<file path="src/hw/rtl/scdf_pkg.sv">
// Types and constants shared by the sequenced channel datagram filter.
// Holds the parse phase, class and verdict codes and the beat payload structs.
// No dependencies.
`timescale 1ns / 1ps

package scdf_pkg;

  // Parse position inside a datagram.
  typedef enum logic [2:0] {
    PH_CLASS   = 3'd0,
    PH_CHANNEL = 3'd1,
    PH_SEQ0    = 3'd2,
    PH_SEQ1    = 3'd3,
    PH_SEQ2    = 3'd4,
    PH_SEQ3    = 3'd5,
    PH_PAYLOAD = 3'd6
  } phase_e;

  typedef enum logic [1:0] {
    CLS_UNRELIABLE = 2'd0,
    CLS_SEQUENCED  = 2'd1,
    CLS_OTHER      = 2'd2
  } class_e;

  typedef enum logic [2:0] {
    V_PROGRESS  = 3'd0,
    V_ACCEPTED  = 3'd1,
    V_TOO_SHORT = 3'd2,
    V_BAD_CHAN  = 3'd3,
    V_STALE     = 3'd4
  } verdict_e;

  localparam int unsigned SeqW = 32;

  typedef struct packed {
    logic [7:0] data_byte;
    logic       last_byte;
  } in_beat_t;

  typedef struct packed {
    logic [7:0] payload_byte;
    logic       payload_valid;
    logic       route;
    logic       message_done;
    logic [2:0] verdict;
  } out_beat_t;

endpackage

</file>
<file path="src/hw/rtl/scdf_stream_if.sv">
// Valid/ready stream interface carrying one payload beat per handshake.
// The payload type is a parameter; no other dependencies.
`timescale 1ns / 1ps

interface scdf_stream_if #(
  parameter type payload_t = logic
);
  logic     valid;
  logic     ready;
  payload_t payload;

  modport source (output valid, output payload, input ready);
  modport sink (input valid, input payload, output ready);
endinterface

</file>
<file path="src/hw/rtl/scdf_ram.sv">
// Generic single-write, single-read RAM with a registered read port.
// Read data holds until the next read enable. No dependencies.
`timescale 1ns / 1ps

module scdf_ram #(
  parameter int unsigned Width = 32,
  parameter int unsigned Depth = 8,
  localparam int unsigned AddrW = (Depth > 1) ? $clog2(Depth) : 1
) (
  input  logic             clk_i,
  input  logic             we_i,
  input  logic [AddrW-1:0] waddr_i,
  input  logic [Width-1:0] wdata_i,
  input  logic             re_i,
  input  logic [AddrW-1:0] raddr_i,
  output logic [Width-1:0] rdata_o
);

  logic [Width-1:0] mem_q [Depth];
  logic [Width-1:0] rdata_q;

  always_ff @(posedge clk_i) begin
    if (we_i) begin
      mem_q[waddr_i] <= wdata_i;
    end
    if (re_i) begin
      rdata_q <= mem_q[raddr_i];
    end
  end

  assign rdata_o = rdata_q;

endmodule

</file>
<file path="src/hw/rtl/sequenced_channel_datagram_filter.sv">
// Sequenced channel datagram filter: one result beat for every input beat.
// Each result beat is registered; throughput is one beat per cycle while out_o.ready
// holds, and a new beat is taken while the result register is drained.
// Per-channel highest sequence lives in a RAM read on the channel byte and written
// on the last sequence byte; per-entry valid bits make it read as zero after reset.
// Reset (rst_ni low, asynchronous) returns the parser to the class byte at once.
`timescale 1ns / 1ps

module sequenced_channel_datagram_filter #(
  parameter int unsigned CHANNELS = 8
) (
  input  logic          clk_i,
  input  logic          rst_ni,
  scdf_stream_if.sink   in_i,
  scdf_stream_if.source out_o
);

  import scdf_pkg::*;

  localparam int unsigned IdxW = (CHANNELS > 1) ? $clog2(CHANNELS) : 1;

  phase_e          phase_q, phase_d;
  class_e          class_q, class_d;
  logic [7:0]      channel_q, channel_d;
  logic [23:0]     seq_q, seq_d;
  logic            dropping_q, dropping_d;
  logic [CHANNELS-1:0] valid_q, valid_d;

  logic            out_valid_q;
  out_beat_t       out_q, out_d;

  logic            accept;
  in_beat_t        beat;
  logic [IdxW-1:0] chan_idx;
  logic            chan_bad;
  logic [SeqW-1:0] seq_full;
  logic [SeqW-1:0] high_seq;
  logic [SeqW-1:0] seq_diff;
  logic            stale;
  logic            ram_re;
  logic            ram_we;
  logic [SeqW-1:0] ram_rdata;
  verdict_e        verdict;
  verdict_e        end_verdict;

  assign beat     = in_i.payload;
  assign in_i.ready = !out_valid_q || out_o.ready;
  assign accept   = in_i.valid && in_i.ready;

  // Channel bytes at or above CHANNELS are bad, compared unsigned; CHANNELS must not exceed 128 (not checked).
  assign chan_idx = channel_q[IdxW-1:0];
  assign chan_bad = (channel_q >= 8'(CHANNELS));
  assign seq_full = {beat.data_byte, seq_q};
  assign high_seq = valid_q[chan_idx] ? ram_rdata : '0;
  assign seq_diff = seq_full - high_seq;
  assign stale    = (seq_diff == '0) || seq_diff[SeqW-1];

  assign ram_re = accept && (phase_q == PH_CHANNEL);
  assign ram_we = accept && (phase_q == PH_SEQ3) && !chan_bad && !stale;

  scdf_ram #(
    .Width (SeqW),
    .Depth (CHANNELS)
  ) u_high_ram (
    .clk_i   (clk_i),
    .we_i    (ram_we),
    .waddr_i (chan_idx),
    .wdata_i (seq_full),
    .re_i    (ram_re),
    .raddr_i (beat.data_byte[IdxW-1:0]),
    .rdata_o (ram_rdata)
  );

  always_comb begin
    phase_d     = phase_q;
    class_d     = class_q;
    channel_d   = channel_q;
    seq_d       = seq_q;
    dropping_d  = dropping_q;
    valid_d     = valid_q;
    verdict     = V_PROGRESS;
    end_verdict = dropping_q ? (chan_bad ? V_BAD_CHAN : V_STALE) : V_ACCEPTED;
    out_d       = '0;

    unique case (phase_q)
      PH_CLASS: begin
        priority if (beat.data_byte == 8'd0) begin
          class_d = CLS_UNRELIABLE;
        end else if (beat.data_byte == 8'd1) begin
          class_d = CLS_SEQUENCED;
        end else begin
          class_d = CLS_OTHER;
        end
        dropping_d = 1'b0;
        if (beat.last_byte) begin
          verdict = (class_d == CLS_SEQUENCED) ? V_TOO_SHORT : V_ACCEPTED;
        end else begin
          phase_d = (class_d == CLS_SEQUENCED) ? PH_CHANNEL : PH_PAYLOAD;
        end
      end
      PH_CHANNEL: begin
        channel_d = beat.data_byte;
        if (beat.last_byte) begin
          verdict = V_TOO_SHORT;
        end else begin
          phase_d = PH_SEQ0;
        end
      end
      PH_SEQ0, PH_SEQ1, PH_SEQ2: begin
        unique case (phase_q)
          PH_SEQ0: seq_d[7:0]   = beat.data_byte;
          PH_SEQ1: seq_d[15:8]  = beat.data_byte;
          default: seq_d[23:16] = beat.data_byte;
        endcase
        if (beat.last_byte) begin
          verdict = V_TOO_SHORT;
        end else begin
          phase_d = phase_e'(phase_q + 3'd1);
        end
      end
      PH_SEQ3: begin
        if (chan_bad || stale) begin
          dropping_d = 1'b1;
        end else begin
          valid_d[chan_idx] = 1'b1;
        end
        if (beat.last_byte) begin
          if (chan_bad) begin
            verdict = V_BAD_CHAN;
          end else if (stale) begin
            verdict = V_STALE;
          end else begin
            verdict = V_ACCEPTED;
          end
        end else begin
          phase_d = PH_PAYLOAD;
        end
      end
      PH_PAYLOAD: begin
        if (!dropping_q) begin
          out_d.payload_valid = 1'b1;
          out_d.payload_byte  = beat.data_byte;
        end
        if (beat.last_byte) begin
          verdict = end_verdict;
        end
      end
      default: begin
        phase_d = PH_CLASS;
      end
    endcase

    out_d.route        = (class_d == CLS_OTHER);
    out_d.message_done = beat.last_byte;
    out_d.verdict      = verdict;

    if (beat.last_byte) begin
      phase_d    = PH_CLASS;
      dropping_d = 1'b0;
    end
  end

  always_ff @(posedge clk_i or negedge rst_ni) begin
    if (!rst_ni) begin
      phase_q     <= PH_CLASS;
      class_q     <= CLS_UNRELIABLE;
      channel_q   <= '0;
      seq_q       <= '0;
      dropping_q  <= 1'b0;
      valid_q     <= '0;
      out_valid_q <= 1'b0;
    end else begin
      if (accept) begin
        phase_q    <= phase_d;
        class_q    <= class_d;
        channel_q  <= channel_d;
        seq_q      <= seq_d;
        dropping_q <= dropping_d;
        valid_q    <= valid_d;
        out_valid_q <= 1'b1;
      end else if (out_o.ready) begin
        out_valid_q <= 1'b0;
      end
    end
  end

  always_ff @(posedge clk_i) begin
    if (accept) begin
      out_q <= out_d;
    end
  end

  assign out_o.valid   = out_valid_q;
  assign out_o.payload = out_q;

  // The highest-sequence RAM is never read and written in the same cycle.
  a_ram_port_excl: assert property (@(posedge clk_i) disable iff (!rst_ni)
    !(ram_re && ram_we))
    else $error("highest-sequence RAM read and write collide");

  // A passing sequence marks its channel entry as written.
  a_valid_set: assert property (@(posedge clk_i) disable iff (!rst_ni)
    ram_we |=> valid_q[$past(chan_idx)])
    else $error("channel entry not marked valid after update");

  // Only the result for a last byte carries a final verdict.
  a_verdict_done: assert property (@(posedge clk_i) disable iff (!rst_ni)
    out_valid_q && !out_q.message_done |-> out_q.verdict == V_PROGRESS)
    else $error("final verdict on a beat that does not end the datagram");

  // A beat that is not forwarded carries a zero payload byte.
  a_zero_payload: assert property (@(posedge clk_i) disable iff (!rst_ni)
    out_valid_q && !out_q.payload_valid |-> out_q.payload_byte == 8'd0)
    else $error("payload byte set on a beat that is not forwarded");

endmodule

</file>
<file path="src/flat_wrapper.sv">
// flat-port wrapper written by rule: the top's interface ports become plain ports
module sequenced_channel_datagram_filter_flat import scdf_pkg::*;
#(
  parameter int unsigned CHANNELS = 8
)
  (clk_i, rst_ni, in_i_valid, in_i_payload, in_i_ready, out_o_valid, out_o_payload, out_o_ready);
  scdf_stream_if #(.payload_t(in_beat_t)) in_i_i ();
  scdf_stream_if #(.payload_t(out_beat_t)) out_o_i ();
  input  logic clk_i;
  input  logic rst_ni;
  input wire logic [$bits(in_i_i.valid)-1:0] in_i_valid;
  input wire logic [$bits(in_i_i.payload)-1:0] in_i_payload;
  output wire logic [$bits(in_i_i.ready)-1:0] in_i_ready;
  output wire logic [$bits(out_o_i.valid)-1:0] out_o_valid;
  output wire logic [$bits(out_o_i.payload)-1:0] out_o_payload;
  input wire logic [$bits(out_o_i.ready)-1:0] out_o_ready;
  assign in_i_i.valid = in_i_valid;
  assign in_i_i.payload = in_i_payload;
  assign in_i_ready = in_i_i.ready;
  assign out_o_valid = out_o_i.valid;
  assign out_o_payload = out_o_i.payload;
  assign out_o_i.ready = out_o_ready;
  sequenced_channel_datagram_filter #(.CHANNELS(CHANNELS)) u_core (.clk_i(clk_i), .rst_ni(rst_ni), .in_i(in_i_i), .out_o(out_o_i));
endmodule
</file>
<file path="config.mk">
export PLATFORM = sky130hd
export DESIGN_NAME = sequenced_channel_datagram_filter_flat
export DESIGN_NICKNAME = d
export VERILOG_FILES = /design/src/hw/rtl/scdf_pkg.sv /design/src/hw/rtl/scdf_stream_if.sv /design/src/hw/rtl/scdf_ram.sv /design/src/hw/rtl/sequenced_channel_datagram_filter.sv /design/src/flat_wrapper.sv
export SDC_FILE = /design/constraint.sdc
export NUM_CORES = 1
export LEC_CHECK = 0
export BUFFER_PORTS_ARGS = -buffer_cell sky130_fd_sc_hd__buf_2
export CORE_MARGIN = 1
export CORE_UTILIZATION = 44
export DETAILED_ROUTE_END_ITERATION = 6
export SYNTH_ARGS = -nofsm -noshare
export SYNTH_HDL_FRONTEND = slang
export SYNTH_SLANG_ARGS = --single-unit
</file>
<file path="constraint.sdc">
create_clock -name clk_i -period 14.1 [get_ports clk_i]
set_clock_uncertainty 0.1 [all_clocks]
set_input_delay 2.115 -clock clk_i [delete_from_list [all_inputs] [get_ports clk_i]]
set_output_delay 2.115 -clock clk_i [all_outputs]
set_load 0.03 [all_outputs]
</file>
Word-level counts from Yosys, hierarchy flattened
Memory sizes are Yosys's and may differ from the RTL's. A register that Yosys moved wholly into a read port is not among the register bits.
Cells that the tools add are included.
{"block": "word_totals", "word_cells": 93, "ram_bits": 256, "output_inout_bits": 16, "reg_bits": 61, "mem_count": 1}
{"block": "op_classes", "mux": 30, "add_sub_neg": 2, "eq_ne": 11, "n_bitwise": 4, "n_lt_le_gt_ge": 3, "reduce_logical": 28}
{"memory": "u_core.u_high_ram.mem_q", "depth": 8, "word_bits": 32, "read_ports": 1, "rd_ports_with_merged_regs": 1, "wr": 1, "line": "scdf_ram.sv:19", "source": "logic [Width-1:0] mem_q [Depth];"}
{"cell": "32-bit logical NOT", "count": 1}
{"cell": "32-bit two-way mux", "count": 1}
{"cell": "32-bit subtractor", "count": 1}
{"cell": "3-bit two-way mux", "count": 9}
{"cell": "3-bit case mux with 5 select lines", "count": 1}
{"cell": "3-bit AND reduction", "count": 5}
{"cell": "2-bit two-way mux", "count": 6}
{"cell": "3-bit case mux with 4 select lines", "count": 1}
{"cell": "3-bit equality test, second input constant", "count": 3}
{"cell": "1-bit two-way mux", "count": 9}
{"cell": "8-bit by 1-bit equality test with 1-bit output, second input constant", "count": 1}
{"cell": "8-bit by 4-bit greater-or-equal comparator with 1-bit output, second input constant", "count": 1}
{"cell": "8-bit logical NOT", "count": 1}
{"cell": "8-bit bitwise OR", "count": 1}
{"cell": "3-bit by 2-bit equality test with 1-bit output, second input constant", "count": 2}
{"cell": "1-bit logical AND", "count": 6}
{"cell": "3-bit by 4-bit less-than comparator with 1-bit output, second input constant", "count": 1}
{"cell": "2-bit AND reduction", "count": 2}
{"cell": "2-bit OR reduction", "count": 2}
{"cell": "4-bit OR reduction", "count": 1}
{"cell": "3-bit by 1-bit adder with 3-bit output, second input constant", "count": 1}
{"cell": "1-bit binary-select mux with 3-bit select", "count": 1}
{"cell": "1-bit demux with 3-bit select", "count": 1}
{"cell": "3-bit by 1-bit equality test with 1-bit output, second input constant", "count": 1}
{"cell": "other kinds (13)", "count": 19}

Logic depth before layout (Yosys ltp)
{"block": "depth", "depth_word": 10, "ltp_mapped": 18}

Hierarchy
Synthesis repeated with hierarchy kept, for this count alone.
{"block": "unflattened", "cells_unflattened": 970, "area_unflattened_um2": 15818.9}
{"module": "scdf_ram", "cells_each": 415, "area_per_inst_um2": 10786.6, "n_inst": 1}
{"module": "sequenced_channel_datagram_filter", "cells_each": 555, "area_per_inst_um2": 5032.3, "n_inst": 1}

Worst setup path after synthesis
Ideal clock, no wire load.
{"block": "synth_path", "path_kind": "in2reg", "from": "input in_i_payload[1]", "to": "memory u_core.u_high_ram.mem_q[0][0], enable pin", "stages": 13, "required_time_ps": 13608, "path_slack_ps": 8510, "arrival_ps": 5097, "n_path_buf": 2, "path_cell_list": "ha_1 > buf_2 > a21o_1 > o21bai_1 > mux2i_1 > o211ai_1 > or3b_1 > and4_1 > nand4_1 > o41ai_4 > nor2_2 > buf_6 > and3_1"}
{"block": "synth_via", "elab_chain_cells": 7}
{"element": "start: declaration", "line": "flat_wrapper.sv:12", "source": "input wire logic [$bits(in_i_i.payload)-1:0] in_i_payload;"}
{"element": "32-bit subtractor (*)", "line": "sequenced_channel_datagram_filter.sv:55", "source": "assign seq_diff = seq_full - high_seq;"}
{"element": "32-bit logical NOT", "line": "sequenced_channel_datagram_filter.sv:56", "source": "assign stale = (seq_diff == '0) || seq_diff[SeqW-1];"}
{"element": "1-bit logical OR (*)", "line": "sequenced_channel_datagram_filter.sv:56"}
{"element": "1-bit logical NOT (*)", "line": "sequenced_channel_datagram_filter.sv:59", "source": "assign ram_we = accept && (phase_q == PH_SEQ3) && !chan_bad && !stale;"}
{"element": "1-bit logical AND (*)", "line": "sequenced_channel_datagram_filter.sv:59"}
{"element": "1-bit two-way mux (*)", "line": "scdf_ram.sv:23", "source": "if (we_i) begin"}
{"element": "1-bit two-way mux (implied by the code) (*)", "line": "scdf_ram.sv:24", "source": "mem_q[waddr_i] <= wdata_i;"}
{"element": "end: declaration", "line": "scdf_ram.sv:19"}
Mark *: on every way between the ends. The rest lies on a longest branch, timed or not.

Final worst setup path
{"block": "layout_path", "from": "register u_core.channel_q[1]", "to": "memory u_core.u_high_ram.mem_q[3][10], enable pin"}
{"block": "layout_via", "elab_chain_cells": 10, "elab_cells_between_ends": 13}
{"element": "start: declaration", "line": "sequenced_channel_datagram_filter.sv:24", "source": "logic [7:0] channel_q, channel_d;"}
{"element": "start signal: assignment", "line": "sequenced_channel_datagram_filter.sv:176", "source": "channel_q <= channel_d;"}
{"element": "1-bit binary-select mux with 3-bit select", "line": "sequenced_channel_datagram_filter.sv:54", "source": "assign high_seq = valid_q[chan_idx] ? ram_rdata : '0;"}
{"element": "1-bit two-way mux (implied by the code)", "line": "sequenced_channel_datagram_filter.sv:54"}
{"element": "32-bit two-way mux", "line": "sequenced_channel_datagram_filter.sv:54"}
{"element": "32-bit subtractor", "line": "sequenced_channel_datagram_filter.sv:55"}
{"element": "32-bit logical NOT", "line": "sequenced_channel_datagram_filter.sv:56"}
{"element": "1-bit logical OR", "line": "sequenced_channel_datagram_filter.sv:56"}
{"element": "1-bit logical NOT", "line": "sequenced_channel_datagram_filter.sv:59"}
{"element": "1-bit logical AND", "line": "sequenced_channel_datagram_filter.sv:59"}
{"element": "1-bit two-way mux", "line": "scdf_ram.sv:23"}
{"element": "1-bit two-way mux (implied by the code)", "line": "scdf_ram.sv:24"}
Several ways; a longest one is shown, not always the timed one. The select of a mux whose other input is x is not followed.

==> results summary <==
The smallest setup slack after layout came out at 7.685 ns. Setup repair after global routing left no endpoint under its margin. The congestion estimate from routability-driven global placement came to 0.8885. The net count after synthesis is 1032. Of all cell types, the one taking the most synthesized area is edfxtp_1. The count of hold buffers inserted by post-cts repair came out at 0.

At the pin with the least slew margin, the transition time is 0.9936 ns. For this design the ratio of total power to cell area is 204.2 nW/um^2. The detailed-route wire length on metal 1 came out at 16040 um. The tree is rooted in a clkbuf_16. The worst path in the final design needs a cycle of 6.415 ns, including I/O delays and setup. The net count reported at finish is 1056. The met3 wire length is 1616 um. The maximum operating frequency came out at 0.1559 GHz.

Data arrives at the worst endpoint at 6.43 ns. The number of synthesis warnings came out at 0. The classification of the worst-slack hold path is flip-flop to flip-flop. The total power consumption of the routed design is 3.540 mW.

The multi-input gate area in the final layout is 5136 um^2. The post-CTS clock slew at the launch and capture registers of the worst setup and hold paths is 0.06 ns. The total of cells resized after clock tree synthesis came out at 0. The number of buffers on the longest clock path is 3.

The floorplan step set the die height to 190.5 um. The static leakage is 6.057 nW. In the routed design, unresolved DRC markers number 0. Ranked by instance count, the synthesized netlist is headed by 302 x edfxtp_1, 77 x nand2_1, 64 x mux2_2, 64 x mux4_2, 47 x dfrtp_1. The total die area is 36280 um^2.

The number of antenna-violating nets in the routed design came out at 0. Signal routing reaches up to met4. The wire-length estimate of the detail-placed layout is 21680 um. The later-pin clock latency in the skew report came out at 0.50 ns. The relative slew slack is 33.76%. The count of final setup violators is 0. The number of global-route vias before repair is 8946. In the synthesized netlist, the number of instances is 982. The share of synthesized registers carrying an async set or reset is 13.47%. The number of enable flip-flop cells after synthesis is 302. The number of failing hold endpoints at the final stage is 0. The final total negative setup slack is 0 ns.

By area the synthesized netlist is led by edfxtp_1 58%, mux4_2 9.2%, dfrtp_1 7.5%, mux2_2 4.6%, ha_1 2.9%. In the synthesized netlist the dominant register cell turns out to be edfxtp_1. The number of diodes added for antenna fixing is 0. STA classifies the critical path endpoint as a flip-flop. The most common cell in the synthesized netlist is edfxtp_1. The per-cell via count in the routed design is 5.900. The wire length after detailed routing came out at 34890 um.

The share of final-layout standard cells stronger than drive strength 1 came out at 22.99%. The worst setup path is launched from a flip-flop. The number of primary I/O pins is 29. Hold is met by 0.3653 ns. The H-tree depth came out at 2. IR analysis of the VDD net gives a maximum drop of 0.0001167 V. The number of optimization iterations in the first detailed-route pass came out at 5. In the final routed layout, each cell accounts on average for 23.48 um. The worst setup path is of the flip-flop to flip-flop kind.

The count of buffers added on input and output ports is 28. The number of slew-limit violations in the final report is 0. The global-route wire length before repair is 53800 um.

The highest net fanout along the worst path is 32. The required arrival time at the worst endpoint is 14.12 ns. TritonCTS built the clock tree. The post-layout utilization of the core is 49.94%. After global routing the overflow that remains totals 0. The relative area change from synthesis to final layout came out at 10.90%.

The footprint of the flip-flops and latches is 10240 um^2. The largest net degree at the start of global routing came out at 69. The post-route clock period utilization is 45.50%. The area of the core region came out at 34710 um^2.

The area share of the leading cell type in the synthesized netlist came out at 58.02%. In this run, CTS created clock tree buffers numbering 36. After synthesis, the netlist uses 76 different library cells.

The post-synthesis area per instance came out at 15.92 um^2. The filler cell count in the final layout came out at 2904. Summing over every cut layer, the via total after detailed routing is 8767.

For this block, the initial DRC count from the detailed router was 756. The number of post-CTS setup repair buffers is 0. The total of max-cap violations is 0. The sequential share of the synthesized area came out at 65.55%. Global routing used 19.85% of the available tracks. The initialized floorplan defines 68 standard-cell rows. The width of the chip came out at 190.5 um. The clock drives 349 sinks. The met2 routed wirelength came out at 16480 um. The starting density of the core came out at 45.03%. The flow ran to the end, and the final reports show no timing, DRC or antenna violations. The mapped netlist covers 15630 um^2. The post-placement worst setup slack came out at 7.417 ns. The initial antenna violation count is 0. The total of flip-flops plus latches after synthesis came out at 349.
==> worst max-delay path, cell delays in order, from the launching register on <==
cell,delay (ns)
dfrtp_1,0.41
nor2b_1,0.33
a221oi_1,0.18
o221ai_4,0.22
buf_4,0.39
nand2_1,0.19
ha_1,0.47
a21oi_1,0.22
a21boi_1,0.36
nor4b_1,0.40
nand3_1,0.17
a211oi_1,0.41
o21ai_0,0.21
xnor2_1,0.26
o41ai_4,0.19
nor2_2,0.48
and4_2,1.01
==> cell type report <==
cell class	count	area share, %
multi-input cells	567	29.63
clock inverters	14	0.6641
flip-flops and latches	349	59.10
repair buffers	34	1.097
clock buffers	49	5.832
inverters	18	0.3898
well taps	455	3.284
==> per-layer routing <==
| layer | vias to the layer above | global-route usage, % |
|---|---|---|
| met1 | 4509 | 28.59 |
| met5 | - | 0 |
| met4 | 0 | 5.385 |
| li1 | 3962 | - |
| met2 | 246 | 31.61 |
| met3 | 50 | 2.797 |
==> flip-flops by register name, summed over array words and instances (netlist names) <==
signal                     cells
u_core.u_high_ram.mem_q      256
u_core.u_high_ram.rdata_o     32
u_core.seq_q                  24
u_core.out_o.payload          14
u_core.channel_q               8
u_core.valid_q                 8
u_core.phase_q                 3
u_core.class_q                 2
u_core.dropping_q              1
u_core.out_o.valid             1
==> kinds of logic after synthesis <==
kind of cell / synth area share [%]
AO/OA/AOI/OAI: 8.189
XOR/XNOR: 0.5044
adder cells (fa/ha/maj): 3.010
buffers and inverters: 1.769
flip-flops: 65.55
multiplexers: 14.35
AND/OR/NAND/NOR: 6.636
==> through the flow <==
stage / cell area, um^2 / instances
after floorplan: 15630 / 982
after global placement: 16210 / 1423
final: 17330 / 1486
after global routing: 17330 / 1486
after CTS: 17330 / 1486
after detailed placement: 16210 / 1423
==> where the power goes <==
part	internal, mW	switching, mW	total (mW)
clock network	0.537	0.369	0.906
registers	1.27	0.133	1.40
logic	0.468	0.766	1.23
total	2.27	1.27	3.54
==> final timing paths <==
| check | slack (ns) | cells after the start | startpoint | to |
|---|---|---|---|---|
| setup / recovery | 7.69 | 16 | u_core.channel_q[1] | u_core.u_high_ram.mem_q[3][10] |
| hold / removal | 0.37 | 1 | u_core.valid_q[1] | u_core.valid_q[1] |
| setup reg to reg | 7.69 | 16 | u_core.channel_q[1] | u_core.u_high_ram.mem_q[3][10] |
| hold reg to reg | 0.37 | 1 | u_core.valid_q[1] | u_core.valid_q[1] |
| max in group asynchronous | 11.79 | 2 | rst_ni | u_core.seq_q[9] |
| min in group asynchronous | 1.65 | 2 | rst_ni | u_core.channel_q[3] |
==> cells in the final DEF (no fill, tap or decap), types with 18 or more instances in the layout <==
| cell | count |
|---|---|
| a21oi_1 | 40 |
| o21ai_0 | 22 |
| mux2_2 | 64 |
| nor2_1 | 41 |
| inv_1 | 18 |
| mux4_2 | 64 |
| clkbuf_16 | 37 |
| ha_1 | 36 |
| dfrtp_1 | 47 |
| edfxtp_1 | 302 |
| buf_2 | 26 |
| nand2_1 | 77 |
Note: power is estimated with default switching activity, not from simulation.
